## config.mk

```make
export PLATFORM = sky130hd
export DESIGN_NAME = box_outline_overlay_unit_flat
export DESIGN_NICKNAME = d
export VERILOG_FILES = /design/src/rtl/bbo_pkg.sv /design/src/rtl/bbo_in_if.sv /design/src/rtl/bbo_out_if.sv /design/src/rtl/box_outline_overlay_unit.sv /design/src/rtl/bbo_front.sv /design/src/rtl/bbo_queue.sv /design/src/rtl/bbo_back.sv /design/src/flat_wrapper.sv
export SDC_FILE = /design/constraint.sdc
export NUM_CORES = 2
export LEC_CHECK = 0
export BUFFER_PORTS_ARGS = -buffer_cell sky130_fd_sc_hd__buf_2
export CORE_UTILIZATION = 35
export CTS_CLUSTER_SIZE = 30
export DETAILED_ROUTE_END_ITERATION = 10
export PLACE_DENSITY_LB_ADDON = 0.1
export SLEW_MARGIN = 20
export SYNTH_ARGS = -nofsm -noshare
export SYNTH_HDL_FRONTEND = slang
export SYNTH_HIERARCHICAL = 1
export SYNTH_SLANG_ARGS = --single-unit
```

## constraint.sdc

```tcl
create_clock -name clk -period 9.25 [get_ports clk]
set_input_delay 0.925 -clock clk [delete_from_list [all_inputs] [get_ports clk]]
set_output_delay 0.925 -clock clk [all_outputs]
set_load 0.03 [all_outputs]
```

## src/rtl/bbo_pkg.sv

```systemverilog
`default_nettype none
package bbo_pkg;

  localparam int MAX_BOXES      = 16;
  localparam int MAX_DIMENSION  = 4096;
  localparam int HALF_THICKNESS = 2;

  localparam int CFG_W   = 13;
  localparam int FIELD_W = 16;
  localparam int PIX_W   = 8;
  localparam int OP_W    = 2;

  localparam int COORD_W = $clog2(MAX_DIMENSION);
  localparam int SC_W    = COORD_W + 2;
  localparam int CLIP_W  = ((FIELD_W > COORD_W) ? FIELD_W : COORD_W) + 2;
  localparam int CNT_W   = $clog2(MAX_BOXES + 1);
  localparam int IDX_W   = (MAX_BOXES > 1) ? $clog2(MAX_BOXES) : 1;

  localparam int QUEUE_DEPTH = 4;
  localparam int QPTR_W      = $clog2(QUEUE_DEPTH);
  localparam int QCNT_W      = $clog2(QUEUE_DEPTH + 1);

  localparam int PADDR_W = 3;
  localparam int PDATA_W = 32;

  localparam logic [OP_W-1:0] OP_CLEAR  = 2'd0;
  localparam logic [OP_W-1:0] OP_APPEND = 2'd1;
  localparam logic [OP_W-1:0] OP_PIXEL  = 2'd2;
  localparam logic [OP_W-1:0] OP_NONE   = 2'd3;

  localparam logic REG_WIDTH  = 1'b0;
  localparam logic REG_HEIGHT = 1'b1;

  localparam logic [CFG_W-1:0] WIDTH_RESET  = CFG_W'(640);
  localparam logic [CFG_W-1:0] HEIGHT_RESET = CFG_W'(480);

  localparam logic [PIX_W-1:0] PIX_MAX  = {PIX_W{1'b1}};
  localparam logic [PIX_W-1:0] PIX_ZERO = '0;

  typedef struct packed {
    logic [COORD_W-1:0] x1;
    logic [COORD_W-1:0] y1;
    logic [COORD_W-1:0] x2;
    logic [COORD_W-1:0] y2;
  } box_t;

  typedef struct packed {
    logic [OP_W-1:0]  op;
    box_t             box;
    logic [PIX_W-1:0] red;
    logic [PIX_W-1:0] green;
    logic [PIX_W-1:0] blue;
  } item_t;

  // Last valid coordinate for a size register, size limited to 1..MAX_DIMENSION.
  function automatic logic [COORD_W-1:0] eff_last(input logic [CFG_W-1:0] value);
    if (value == '0) begin
      return '0;
    end
    if (int'(value) > MAX_DIMENSION) begin
      return COORD_W'(MAX_DIMENSION - 1);
    end
    return COORD_W'(value - 1'b1);
  endfunction

  function automatic logic [COORD_W-1:0] clip_coord(input logic signed [CLIP_W-1:0] v,
                                                    input logic [COORD_W-1:0] hi);
    logic signed [CLIP_W-1:0] his;
    his = $signed({(CLIP_W - COORD_W)'(0), hi});
    if (v < 0) begin
      return '0;
    end
    if (v > his) begin
      return hi;
    end
    return v[COORD_W-1:0];
  endfunction

endpackage
`default_nettype wire

```

## src/rtl/bbo_in_if.sv

```systemverilog
`default_nettype none
interface bbo_in_if;
  logic                                    valid;
  logic                                    ready;
  logic [bbo_pkg::OP_W-1:0]                operation;
  logic signed [bbo_pkg::FIELD_W-1:0]      box_left;
  logic signed [bbo_pkg::FIELD_W-1:0]      box_top;
  logic signed [bbo_pkg::FIELD_W-1:0]      box_width;
  logic signed [bbo_pkg::FIELD_W-1:0]      box_height;
  logic [bbo_pkg::PIX_W-1:0]               in_red;
  logic [bbo_pkg::PIX_W-1:0]               in_green;
  logic [bbo_pkg::PIX_W-1:0]               in_blue;

  modport source (output valid, operation, box_left, box_top, box_width, box_height,
                  in_red, in_green, in_blue, input ready);
  modport sink (input valid, operation, box_left, box_top, box_width, box_height,
                in_red, in_green, in_blue, output ready);
endinterface
`default_nettype wire

```

## src/rtl/bbo_out_if.sv

```systemverilog
`default_nettype none
interface bbo_out_if;
  logic                      valid;
  logic                      ready;
  logic [bbo_pkg::PIX_W-1:0] out_red;
  logic [bbo_pkg::PIX_W-1:0] out_green;
  logic [bbo_pkg::PIX_W-1:0] out_blue;
  logic                      frame_end;

  modport source (output valid, out_red, out_green, out_blue, frame_end, input ready);
  modport sink (input valid, out_red, out_green, out_blue, frame_end, output ready);
endinterface
`default_nettype wire

```

## src/rtl/box_outline_overlay_unit.sv

```systemverilog
`default_nettype none
// Red box outline overlay for an RGB raster stream. Requests enter on in_ch: clear (empty the
// box table, restart the frame), append (clip the box to the image and store it, up to 16
// boxes; further boxes are dropped) and pixel (one result on out_ch, forced to 255,0,0 when
// it lies on any stored box outline, with frame_end on the last pixel of the frame). A front
// stage clips boxes and feeds a 4-entry queue; the back stage tests all stored boxes at once
// and registers the result, so the block sustains one request per clock while out_ch is
// ready; a pixel passes through a queue entry and the result register. Unknown requests are
// taken and dropped. image_width (0x0) and image_height (0x4) are written over APB; the user
// must write them only while the block is idle (not enforced); sizes are limited to 1..4096.
module box_outline_overlay_unit (
  input  wire                          clk,
  input  wire                          rst_n,
  bbo_in_if.sink                       in_ch,
  bbo_out_if.source                    out_ch,
  input  wire                          psel,
  input  wire                          penable,
  input  wire                          pwrite,
  input  wire [bbo_pkg::PADDR_W-1:0]   paddr,
  input  wire [bbo_pkg::PDATA_W-1:0]   pwdata,
  output logic [bbo_pkg::PDATA_W-1:0]  prdata,
  output logic                         pready
);

  logic [bbo_pkg::CFG_W-1:0]    width_r;
  logic [bbo_pkg::CFG_W-1:0]    height_r;
  logic [bbo_pkg::COORD_W-1:0]  w_last;
  logic [bbo_pkg::COORD_W-1:0]  h_last;
  logic                         reg_sel;
  logic                         cfg_wr;
  logic                         push_valid;
  logic                         push_ready;
  bbo_pkg::item_t               push_item;
  logic                         pop_valid;
  logic                         pop_ready;
  bbo_pkg::item_t               pop_item;

  assign pready  = 1'b1;
  assign reg_sel = paddr[2];
  assign cfg_wr  = psel && penable && pwrite && pready;

  always_ff @(posedge clk) begin
    if (!rst_n) begin
      width_r  <= bbo_pkg::WIDTH_RESET;
      height_r <= bbo_pkg::HEIGHT_RESET;
    end else if (cfg_wr) begin
      if (reg_sel == bbo_pkg::REG_WIDTH) begin
        width_r <= pwdata[bbo_pkg::CFG_W-1:0];
      end else begin
        height_r <= pwdata[bbo_pkg::CFG_W-1:0];
      end
    end
  end

  assign prdata = (reg_sel == bbo_pkg::REG_HEIGHT)
                ? bbo_pkg::PDATA_W'(height_r) : bbo_pkg::PDATA_W'(width_r);

  assign w_last = bbo_pkg::eff_last(width_r);
  assign h_last = bbo_pkg::eff_last(height_r);

  bbo_front u_front (
    .in_ch      (in_ch),
    .w_last     (w_last),
    .h_last     (h_last),
    .push_valid (push_valid),
    .push_ready (push_ready),
    .push_item  (push_item)
  );

  bbo_queue u_queue (
    .clk        (clk),
    .rst_n      (rst_n),
    .push_valid (push_valid),
    .push_ready (push_ready),
    .push_item  (push_item),
    .pop_valid  (pop_valid),
    .pop_ready  (pop_ready),
    .pop_item   (pop_item)
  );

  bbo_back u_back (
    .clk       (clk),
    .rst_n     (rst_n),
    .w_last    (w_last),
    .h_last    (h_last),
    .pop_valid (pop_valid),
    .pop_ready (pop_ready),
    .pop_item  (pop_item),
    .out_ch    (out_ch)
  );

endmodule
`default_nettype wire

```

## src/rtl/bbo_front.sv

```systemverilog
`default_nettype none
module bbo_front (
  bbo_in_if.sink                      in_ch,
  input  wire [bbo_pkg::COORD_W-1:0]  w_last,
  input  wire [bbo_pkg::COORD_W-1:0]  h_last,
  output logic                        push_valid,
  input  wire                         push_ready,
  output bbo_pkg::item_t              push_item
);

  logic signed [bbo_pkg::CLIP_W-1:0] x2_sum;
  logic signed [bbo_pkg::CLIP_W-1:0] y2_sum;
  logic [bbo_pkg::COORD_W-1:0]       x1;
  logic [bbo_pkg::COORD_W-1:0]       y1;

  assign x1 = bbo_pkg::clip_coord(bbo_pkg::CLIP_W'(in_ch.box_left), w_last);
  assign y1 = bbo_pkg::clip_coord(bbo_pkg::CLIP_W'(in_ch.box_top), h_last);

  assign x2_sum = $signed({(bbo_pkg::CLIP_W - bbo_pkg::COORD_W)'(0), x1})
                + bbo_pkg::CLIP_W'(in_ch.box_width);
  assign y2_sum = $signed({(bbo_pkg::CLIP_W - bbo_pkg::COORD_W)'(0), y1})
                + bbo_pkg::CLIP_W'(in_ch.box_height);

  always_comb begin
    push_item.op     = in_ch.operation;
    push_item.box.x1 = x1;
    push_item.box.y1 = y1;
    push_item.box.x2 = bbo_pkg::clip_coord(x2_sum, w_last);
    push_item.box.y2 = bbo_pkg::clip_coord(y2_sum, h_last);
    push_item.red    = in_ch.in_red;
    push_item.green  = in_ch.in_green;
    push_item.blue   = in_ch.in_blue;
  end

  // Drop unknown operations here; they never reach the queue.
  assign push_valid  = in_ch.valid && (in_ch.operation != bbo_pkg::OP_NONE);
  assign in_ch.ready = push_ready;

endmodule
`default_nettype wire

```

## src/rtl/bbo_queue.sv

```systemverilog
`default_nettype none
module bbo_queue (
  input  wire                  clk,
  input  wire                  rst_n,
  input  wire                  push_valid,
  output logic                 push_ready,
  input  wire bbo_pkg::item_t  push_item,
  output logic                 pop_valid,
  input  wire                  pop_ready,
  output bbo_pkg::item_t       pop_item
);

  bbo_pkg::item_t                 entry_r [bbo_pkg::QUEUE_DEPTH];
  logic [bbo_pkg::QPTR_W-1:0]     wr_ptr_r, wr_ptr_nxt;
  logic [bbo_pkg::QPTR_W-1:0]     rd_ptr_r, rd_ptr_nxt;
  logic [bbo_pkg::QCNT_W-1:0]     count_r, count_nxt;
  logic                           do_push;
  logic                           do_pop;

  assign push_ready = (count_r != bbo_pkg::QCNT_W'(bbo_pkg::QUEUE_DEPTH));
  assign pop_valid  = (count_r != '0);
  assign pop_item   = entry_r[rd_ptr_r];
  assign do_push    = push_valid && push_ready;
  assign do_pop     = pop_valid && pop_ready;

  always_comb begin
    wr_ptr_nxt = wr_ptr_r;
    rd_ptr_nxt = rd_ptr_r;
    count_nxt  = count_r;
    if (do_push) begin
      wr_ptr_nxt = (wr_ptr_r == bbo_pkg::QPTR_W'(bbo_pkg::QUEUE_DEPTH - 1)) ? '0
                 : wr_ptr_r + 1'b1;
    end
    if (do_pop) begin
      rd_ptr_nxt = (rd_ptr_r == bbo_pkg::QPTR_W'(bbo_pkg::QUEUE_DEPTH - 1)) ? '0
                 : rd_ptr_r + 1'b1;
    end
    if (do_push && !do_pop) begin
      count_nxt = count_r + 1'b1;
    end else if (do_pop && !do_push) begin
      count_nxt = count_r - 1'b1;
    end
  end

  always_ff @(posedge clk) begin
    if (!rst_n) begin
      wr_ptr_r <= '0;
      rd_ptr_r <= '0;
      count_r  <= '0;
    end else begin
      wr_ptr_r <= wr_ptr_nxt;
      rd_ptr_r <= rd_ptr_nxt;
      count_r  <= count_nxt;
    end
  end

  always_ff @(posedge clk) begin
    if (do_push) begin
      entry_r[wr_ptr_r] <= push_item;
    end
  end

endmodule
`default_nettype wire

```

## src/rtl/bbo_back.sv

```systemverilog
`default_nettype none
module bbo_back (
  input  wire                         clk,
  input  wire                         rst_n,
  input  wire [bbo_pkg::COORD_W-1:0]  w_last,
  input  wire [bbo_pkg::COORD_W-1:0]  h_last,
  input  wire                         pop_valid,
  output logic                        pop_ready,
  input  wire bbo_pkg::item_t         pop_item,
  bbo_out_if.source                   out_ch
);

  bbo_pkg::box_t                  box_table_r [bbo_pkg::MAX_BOXES];
  logic [bbo_pkg::CNT_W-1:0]      box_count_r, box_count_nxt;
  logic [bbo_pkg::COORD_W-1:0]    col_r, col_nxt;
  logic [bbo_pkg::COORD_W-1:0]    row_r, row_nxt;
  logic                           out_valid_r, out_valid_nxt;
  logic [bbo_pkg::PIX_W-1:0]      red_r, red_nxt;
  logic [bbo_pkg::PIX_W-1:0]      green_r, green_nxt;
  logic [bbo_pkg::PIX_W-1:0]      blue_r, blue_nxt;
  logic                           fend_r, fend_nxt;
  logic [bbo_pkg::MAX_BOXES-1:0]  hit_vec;
  logic                           do_pop;
  logic                           table_wr;
  logic signed [bbo_pkg::SC_W-1:0] rs;
  logic signed [bbo_pkg::SC_W-1:0] cs;
  logic signed [bbo_pkg::SC_W-1:0] thick;

  assign rs    = $signed({2'b00, row_r});
  assign cs    = $signed({2'b00, col_r});
  assign thick = $signed(bbo_pkg::SC_W'(bbo_pkg::HALF_THICKNESS));

  // Test every stored box against the current raster position at once.
  for (genvar i = 0; i < bbo_pkg::MAX_BOXES; i++) begin : g_box
    logic signed [bbo_pkg::SC_W-1:0] x1s, y1s, x2s, y2s;
    logic in_rows, in_cols, left_b, right_b, top_b, bottom_b;

    assign x1s = $signed({2'b00, box_table_r[i].x1});
    assign y1s = $signed({2'b00, box_table_r[i].y1});
    assign x2s = $signed({2'b00, box_table_r[i].x2});
    assign y2s = $signed({2'b00, box_table_r[i].y2});

    assign in_rows  = (rs >= y1s) && (rs < y2s);
    assign in_cols  = (cs >= x1s) && (cs < x2s);
    assign left_b   = in_rows && (cs >= x1s - thick) && (cs <= x1s + thick);
    assign right_b  = in_rows && (cs >= x2s - thick) && (cs <= x2s + thick);
    assign top_b    = in_cols && (rs >= y1s - thick) && (rs < y1s + thick);
    assign bottom_b = in_cols && (rs >= y2s - thick) && (rs < y2s + thick);

    assign hit_vec[i] = (box_count_r > bbo_pkg::CNT_W'(i))
                      && (left_b || right_b || top_b || bottom_b);
  end

  assign pop_ready = !out_valid_r || out_ch.ready;
  assign do_pop    = pop_valid && pop_ready;
  assign table_wr  = do_pop && (pop_item.op == bbo_pkg::OP_APPEND)
                   && (box_count_r < bbo_pkg::CNT_W'(bbo_pkg::MAX_BOXES));

  always_comb begin
    box_count_nxt = box_count_r;
    col_nxt       = col_r;
    row_nxt       = row_r;
    out_valid_nxt = out_valid_r && !out_ch.ready;
    red_nxt       = red_r;
    green_nxt     = green_r;
    blue_nxt      = blue_r;
    fend_nxt      = fend_r;
    if (do_pop) begin
      case (pop_item.op)
        bbo_pkg::OP_CLEAR: begin
          box_count_nxt = '0;
          col_nxt       = '0;
          row_nxt       = '0;
        end
        bbo_pkg::OP_APPEND: begin
          if (table_wr) begin
            box_count_nxt = box_count_r + 1'b1;
          end
        end
        bbo_pkg::OP_PIXEL: begin
          out_valid_nxt = 1'b1;
          if (|hit_vec) begin
            red_nxt   = bbo_pkg::PIX_MAX;
            green_nxt = bbo_pkg::PIX_ZERO;
            blue_nxt  = bbo_pkg::PIX_ZERO;
          end else begin
            red_nxt   = pop_item.red;
            green_nxt = pop_item.green;
            blue_nxt  = pop_item.blue;
          end
          fend_nxt = 1'b0;
          if (col_r >= w_last) begin
            col_nxt = '0;
            if (row_r >= h_last) begin
              row_nxt  = '0;
              fend_nxt = 1'b1;
            end else begin
              row_nxt = row_r + 1'b1;
            end
          end else begin
            col_nxt = col_r + 1'b1;
          end
        end
        default: begin
        end
      endcase
    end
  end

  always_ff @(posedge clk) begin
    if (!rst_n) begin
      box_count_r <= '0;
      col_r       <= '0;
      row_r       <= '0;
      out_valid_r <= 1'b0;
    end else begin
      box_count_r <= box_count_nxt;
      col_r       <= col_nxt;
      row_r       <= row_nxt;
      out_valid_r <= out_valid_nxt;
    end
  end

  always_ff @(posedge clk) begin
    red_r   <= red_nxt;
    green_r <= green_nxt;
    blue_r  <= blue_nxt;
    fend_r  <= fend_nxt;
    if (table_wr) begin
      box_table_r[box_count_r[bbo_pkg::IDX_W-1:0]] <= pop_item.box;
    end
  end

  assign out_ch.valid     = out_valid_r;
  assign out_ch.out_red   = red_r;
  assign out_ch.out_green = green_r;
  assign out_ch.out_blue  = blue_r;
  assign out_ch.frame_end = fend_r;

endmodule
`default_nettype wire
```

## src/flat_wrapper.sv

```systemverilog
// flat-port wrapper written by rule: the top's interface ports become plain ports
module box_outline_overlay_unit_flat 
  (clk, rst_n, psel, penable, pwrite, paddr, pwdata, prdata, pready, in_ch_valid, in_ch_operation, in_ch_box_left, in_ch_box_top, in_ch_box_width, in_ch_box_height, in_ch_in_red, in_ch_in_green, in_ch_in_blue, in_ch_ready, out_ch_valid, out_ch_out_red, out_ch_out_green, out_ch_out_blue, out_ch_frame_end, out_ch_ready);
  bbo_in_if in_ch_i ();
  bbo_out_if out_ch_i ();
  input  wire clk;
  input  wire rst_n;
  input  wire psel;
  input  wire penable;
  input  wire pwrite;
  input  wire [bbo_pkg::PADDR_W-1:0] paddr;
  input  wire [bbo_pkg::PDATA_W-1:0] pwdata;
  output logic [bbo_pkg::PDATA_W-1:0] prdata;
  output logic pready;
  input wire logic [$bits(in_ch_i.valid)-1:0] in_ch_valid;
  input wire logic [$bits(in_ch_i.operation)-1:0] in_ch_operation;
  input wire logic [$bits(in_ch_i.box_left)-1:0] in_ch_box_left;
  input wire logic [$bits(in_ch_i.box_top)-1:0] in_ch_box_top;
  input wire logic [$bits(in_ch_i.box_width)-1:0] in_ch_box_width;
  input wire logic [$bits(in_ch_i.box_height)-1:0] in_ch_box_height;
  input wire logic [$bits(in_ch_i.in_red)-1:0] in_ch_in_red;
  input wire logic [$bits(in_ch_i.in_green)-1:0] in_ch_in_green;
  input wire logic [$bits(in_ch_i.in_blue)-1:0] in_ch_in_blue;
  output wire logic [$bits(in_ch_i.ready)-1:0] in_ch_ready;
  output wire logic [$bits(out_ch_i.valid)-1:0] out_ch_valid;
  output wire logic [$bits(out_ch_i.out_red)-1:0] out_ch_out_red;
  output wire logic [$bits(out_ch_i.out_green)-1:0] out_ch_out_green;
  output wire logic [$bits(out_ch_i.out_blue)-1:0] out_ch_out_blue;
  output wire logic [$bits(out_ch_i.frame_end)-1:0] out_ch_frame_end;
  input wire logic [$bits(out_ch_i.ready)-1:0] out_ch_ready;
  assign in_ch_i.valid = in_ch_valid;
  assign in_ch_i.operation = in_ch_operation;
  assign in_ch_i.box_left = in_ch_box_left;
  assign in_ch_i.box_top = in_ch_box_top;
  assign in_ch_i.box_width = in_ch_box_width;
  assign in_ch_i.box_height = in_ch_box_height;
  assign in_ch_i.in_red = in_ch_in_red;
  assign in_ch_i.in_green = in_ch_in_green;
  assign in_ch_i.in_blue = in_ch_in_blue;
  assign in_ch_ready = in_ch_i.ready;
  assign out_ch_valid = out_ch_i.valid;
  assign out_ch_out_red = out_ch_i.out_red;
  assign out_ch_out_green = out_ch_i.out_green;
  assign out_ch_out_blue = out_ch_i.out_blue;
  assign out_ch_frame_end = out_ch_i.frame_end;
  assign out_ch_i.ready = out_ch_ready;
  box_outline_overlay_unit u_core (.clk(clk), .rst_n(rst_n), .in_ch(in_ch_i), .out_ch(out_ch_i), .psel(psel), .penable(penable), .pwrite(pwrite), .paddr(paddr), .pwdata(pwdata), .prdata(prdata), .pready(pready));
endmodule
```

==> results.md <==
- Status: finished, final reports clean
- I/O pins: around 190
- Critical path's slowest cell: o41ai_1
- EDFF count, synth: about 1100
- Max VDD drop: 0.161 mV
- Die width: 565 um
- Reg clk slew, reported paths: ~0.060 ns
- CP max stage delay: about 0.61 ns
- Sequential cell area fraction in the yosys report: 30.6%
- FMAX: 124 MHz
- Worst-Margin Slew: 1.19 ns
- Start of the worst register-to-register path: u_core/height_r[0]
- Asr flop ratio synth: 0%
- Post-synth top flop: edfxtp_1
- Worst R2R Path Depth: 30
- Post-Syn Area: 0.111 mm^2
- DRT antenna net count: 0
- Psw: 5.70 mW
- Vias in the first global route: 89201
- CTS Buf Count: 161
- Root buf cell: clkbuf_16
- Placed cells: approximately 15000
- Worst hold path class: in2reg
- Fraction of power spent switching nets: 34.2%
- Final hold vios: 0
- Area of the multi-input gates: 0.0727 mm^2
- Tcrit/Tclk final: 87.1%
- FF-to-FF setup slack: about 1.2 ns
- CP startpoint kind: flop
- WL/cell: 22.9 um
- Yosys top cell area share: 29.5%
- Aggregate global-route resource usage: 22.2%
- Worst-skew pair later-pin latency: about 0.9 ns
- Largest net degree at the start of global routing: 78
- Initial antenna violation count: 38
- Pre-CTS setup slack: 1.35 ns
- Tmin final: 8.05 ns
- Synthesized area per cell: 9.87 um^2
- Max Root-Sink Buffers: 4
- CTS Hold Bufs: 0
- Worst EP arrival: between 8 and 9 ns
- Iter 0 DRT Violations: 5161
- Clock skew: approximately 0.081 ns
- PnR worst setup slack: 1.20 ns
- Gpl congestion: 0.859
- Layout cells sized above 1: 5.94%
- Post-CTS Setup Bufs: 0
- Initial Util: 35.2%
- WP data required: 9.76 ns
- Setup TNS: 0 ns
- Crit. End Element: flop
- Port Buffers: 150
- Num Clock Sinks: 1154
- DRC viols: 0
- RSZ-0062 raised after global routing: no
- Cell Int Power: between 10 and 15 mW
- Logic gate share of total power: 23.4%
- Placed standard-cell area: 0.117 mm^2
- Total Wirelength: 360 mm
- Seq cells post-synth: about 1200
- CTS tree: built
- Crit path max fanout: 12
- Via count: 88106
- Synth warnings: 6
- Post-cts resize count: 0
- Crit path launch: u_core/height_r[0]
- Total power: 16.7 mW
- Max_cap viols: 0
- CORE AREA: between 0.3 and 0.4 mm^2
- Most frequent cells in the layout: 2353 x ha_1, 1145 x xnor2_1, 1089 x edfxtp_1
- Gr ovfl total: 0
- WHS: between 0.2 and 0.3 ns
- First-pass GRT wire length: 545 mm
- P&R area growth vs syn: 10.2%
- Die height: 565 um
- H-tree depth: 4
- Vias per cell: 5.59
- Die area: 0.319 mm^2
- Design area: about 0.12 mm^2
- End point of the critical path: u_core/u_queue/entry_r[3][25]
- Post-synthesis cell type count: 108
- Setup Viol. Count Final: 0
- Fill cells: 31038
- PwrDens: around 140 mW/mm^2
- Most common cell after layout, fill and taps aside: ha_1
- Top cells by area, synth: edfxtp_1 29%, ha_1 27%, xnor2_1 9.0%
- Leak: 53.3 nW
- Nets: roughly 14000
- Detailed Place HPWL: around 250 mm
- Worst Setup Path Type: reg2reg
- TritonRoute pass-1 iters: 6
- Fin cells: 15771
- Slew Viols, Final: 0
- Max-Slew Margin vs Limit: around 20%
- RR Endpoint: u_core/u_queue/entry_r[3][25]
- Area leader, netlist: edfxtp_1
- Clock power frac: 36.1%
- Register Area: around 0.034 mm^2
- Final core occ: between 30% and 40%
- Mapped Cells: 11249
- Seq pwr share: 40.5%
- Row Count: 206
flip-flops by register name, indices dropped and copies added (netlist names), 3 cells and up, named ones only:
signal and flops:
u_core/u_back/box_table_r 768, u_core/u_queue/entry_r 296, u_core/height_r 13, u_core/width_r 13, u_core/u_back/col_r 12, u_core/u_back/row_r 12
u_core/u_back/out_ch.out_blue 8, u_core/u_back/out_ch.out_green 8, u_core/u_back/out_ch.out_red 8, u_core/u_back/box_count_r 5, u_core/u_queue/count_r 3
power by group through the flow:
stage	Clock [mW]	Combinational, mW	Sequential [mW]
after global routing	6.40	4.19	6.79
after floorplan	0	1.86	6.80
final	6.02	3.91	6.76
after CTS	6.23	4.01	6.76
after global placement	0	3.95	6.86
after detailed placement	0	3.99	6.87
Yosys cell counts, types with 63 or more instances:
cell         n
o21ai_0    404
a21o_1     284
nand2b_1   106
and4_1      63
xnor2_1   1145
a21oi_1    593
nor2_1     502
nand4_1    224
ha_1      2353
nor3_1     358
a31oi_1     69
nor4_1     170
and3_1     129
a211oi_1   135
nand3_1    643
o21a_1     115
mux4_2      74
inv_1      895
nand2_1    518
nor2b_1    183
o211ai_1    87
edfxtp_1  1089
dfxtp_1     65
clkbuf_1   155
how the worst min path moves through the flow:
stage,from,endpoint,slack [ns],depth (start not counted)
6_report,in_ch_in_blue[5],u_core/u_queue/entry_r[2][5],0.26,1
5_1_grt,in_ch_in_blue[1],u_core/u_queue/entry_r[3][1],0.23,1
4_1_cts,in_ch_in_blue[5],u_core/u_queue/entry_r[2][5],0.20,1
3_5_place_dp,u_core/u_back/row_r[0],u_core/u_back/row_r[0],0.49,2
3_3_place_gp,u_core/u_queue/wr_ptr_r[1],u_core/u_queue/wr_ptr_r[1],0.49,2
2_1_floorplan,u_core/u_back/row_r[0],u_core/u_back/row_r[0],0.46,2
layer usage:
| layer | part of all wire, % | global-route usage (%) | vias up |
|---|---|---|---|
| met5 | 0.0028 | 0 | - |
| met3 | 4.3 | 2.37 | 383 |
| met4 | 2.5 | 5.66 | 2 |
| met1 | 46 | 29.8 | 43165 |
| met2 | 47 | 37.8 | 1896 |
| li1 | - | - | 42660 |
kinds of logic (layout without fill, tap and decap cells):
| family | count (synthesis) | count (layout) | share of synthesized area (%) |
|---|---|---|---|
| compound gates | 2234 | 2234 | 13.3 |
| xor+xnor | 1154 | 1154 | 9.10 |
| fa+ha+maj | 2361 | 2361 | 26.6 |
| buf+inv | 1149 | 1470 | 4.12 |
| flops | 1154 | 1154 | 30.6 |
| mux | 125 | 125 | 1.97 |
| other cells | 2 | 43 | 0.00676 |
| simple gates | 3070 | 3070 | 14.3 |
worst max-delay path: cells and delay by family, from the launching register on:
family | cells | cell delay, ns
muxes | 1 | 0.26
AOI/OAI and AO/OA | 11 | 3.03
DFF | 1 | 0.38
buffers and inverters | 2 | 0.27
xor gates and xnor gates | 1 | 0.23
and+or+nand+nor | 10 | 1.93
adders and majority gates | 5 | 1.61
cell type report:
class	count	area share (%)
flip-flops and latches	1154	27.9
well taps	4160	4.26
diodes	23	0.0471
inverters	914	2.81
clock inverters	89	0.623
multi-input cells	8964	59.4
repair buffers	274	1.53
clock buffers	193	3.44
No activity file was read; power rests on OpenSTA's default activity.
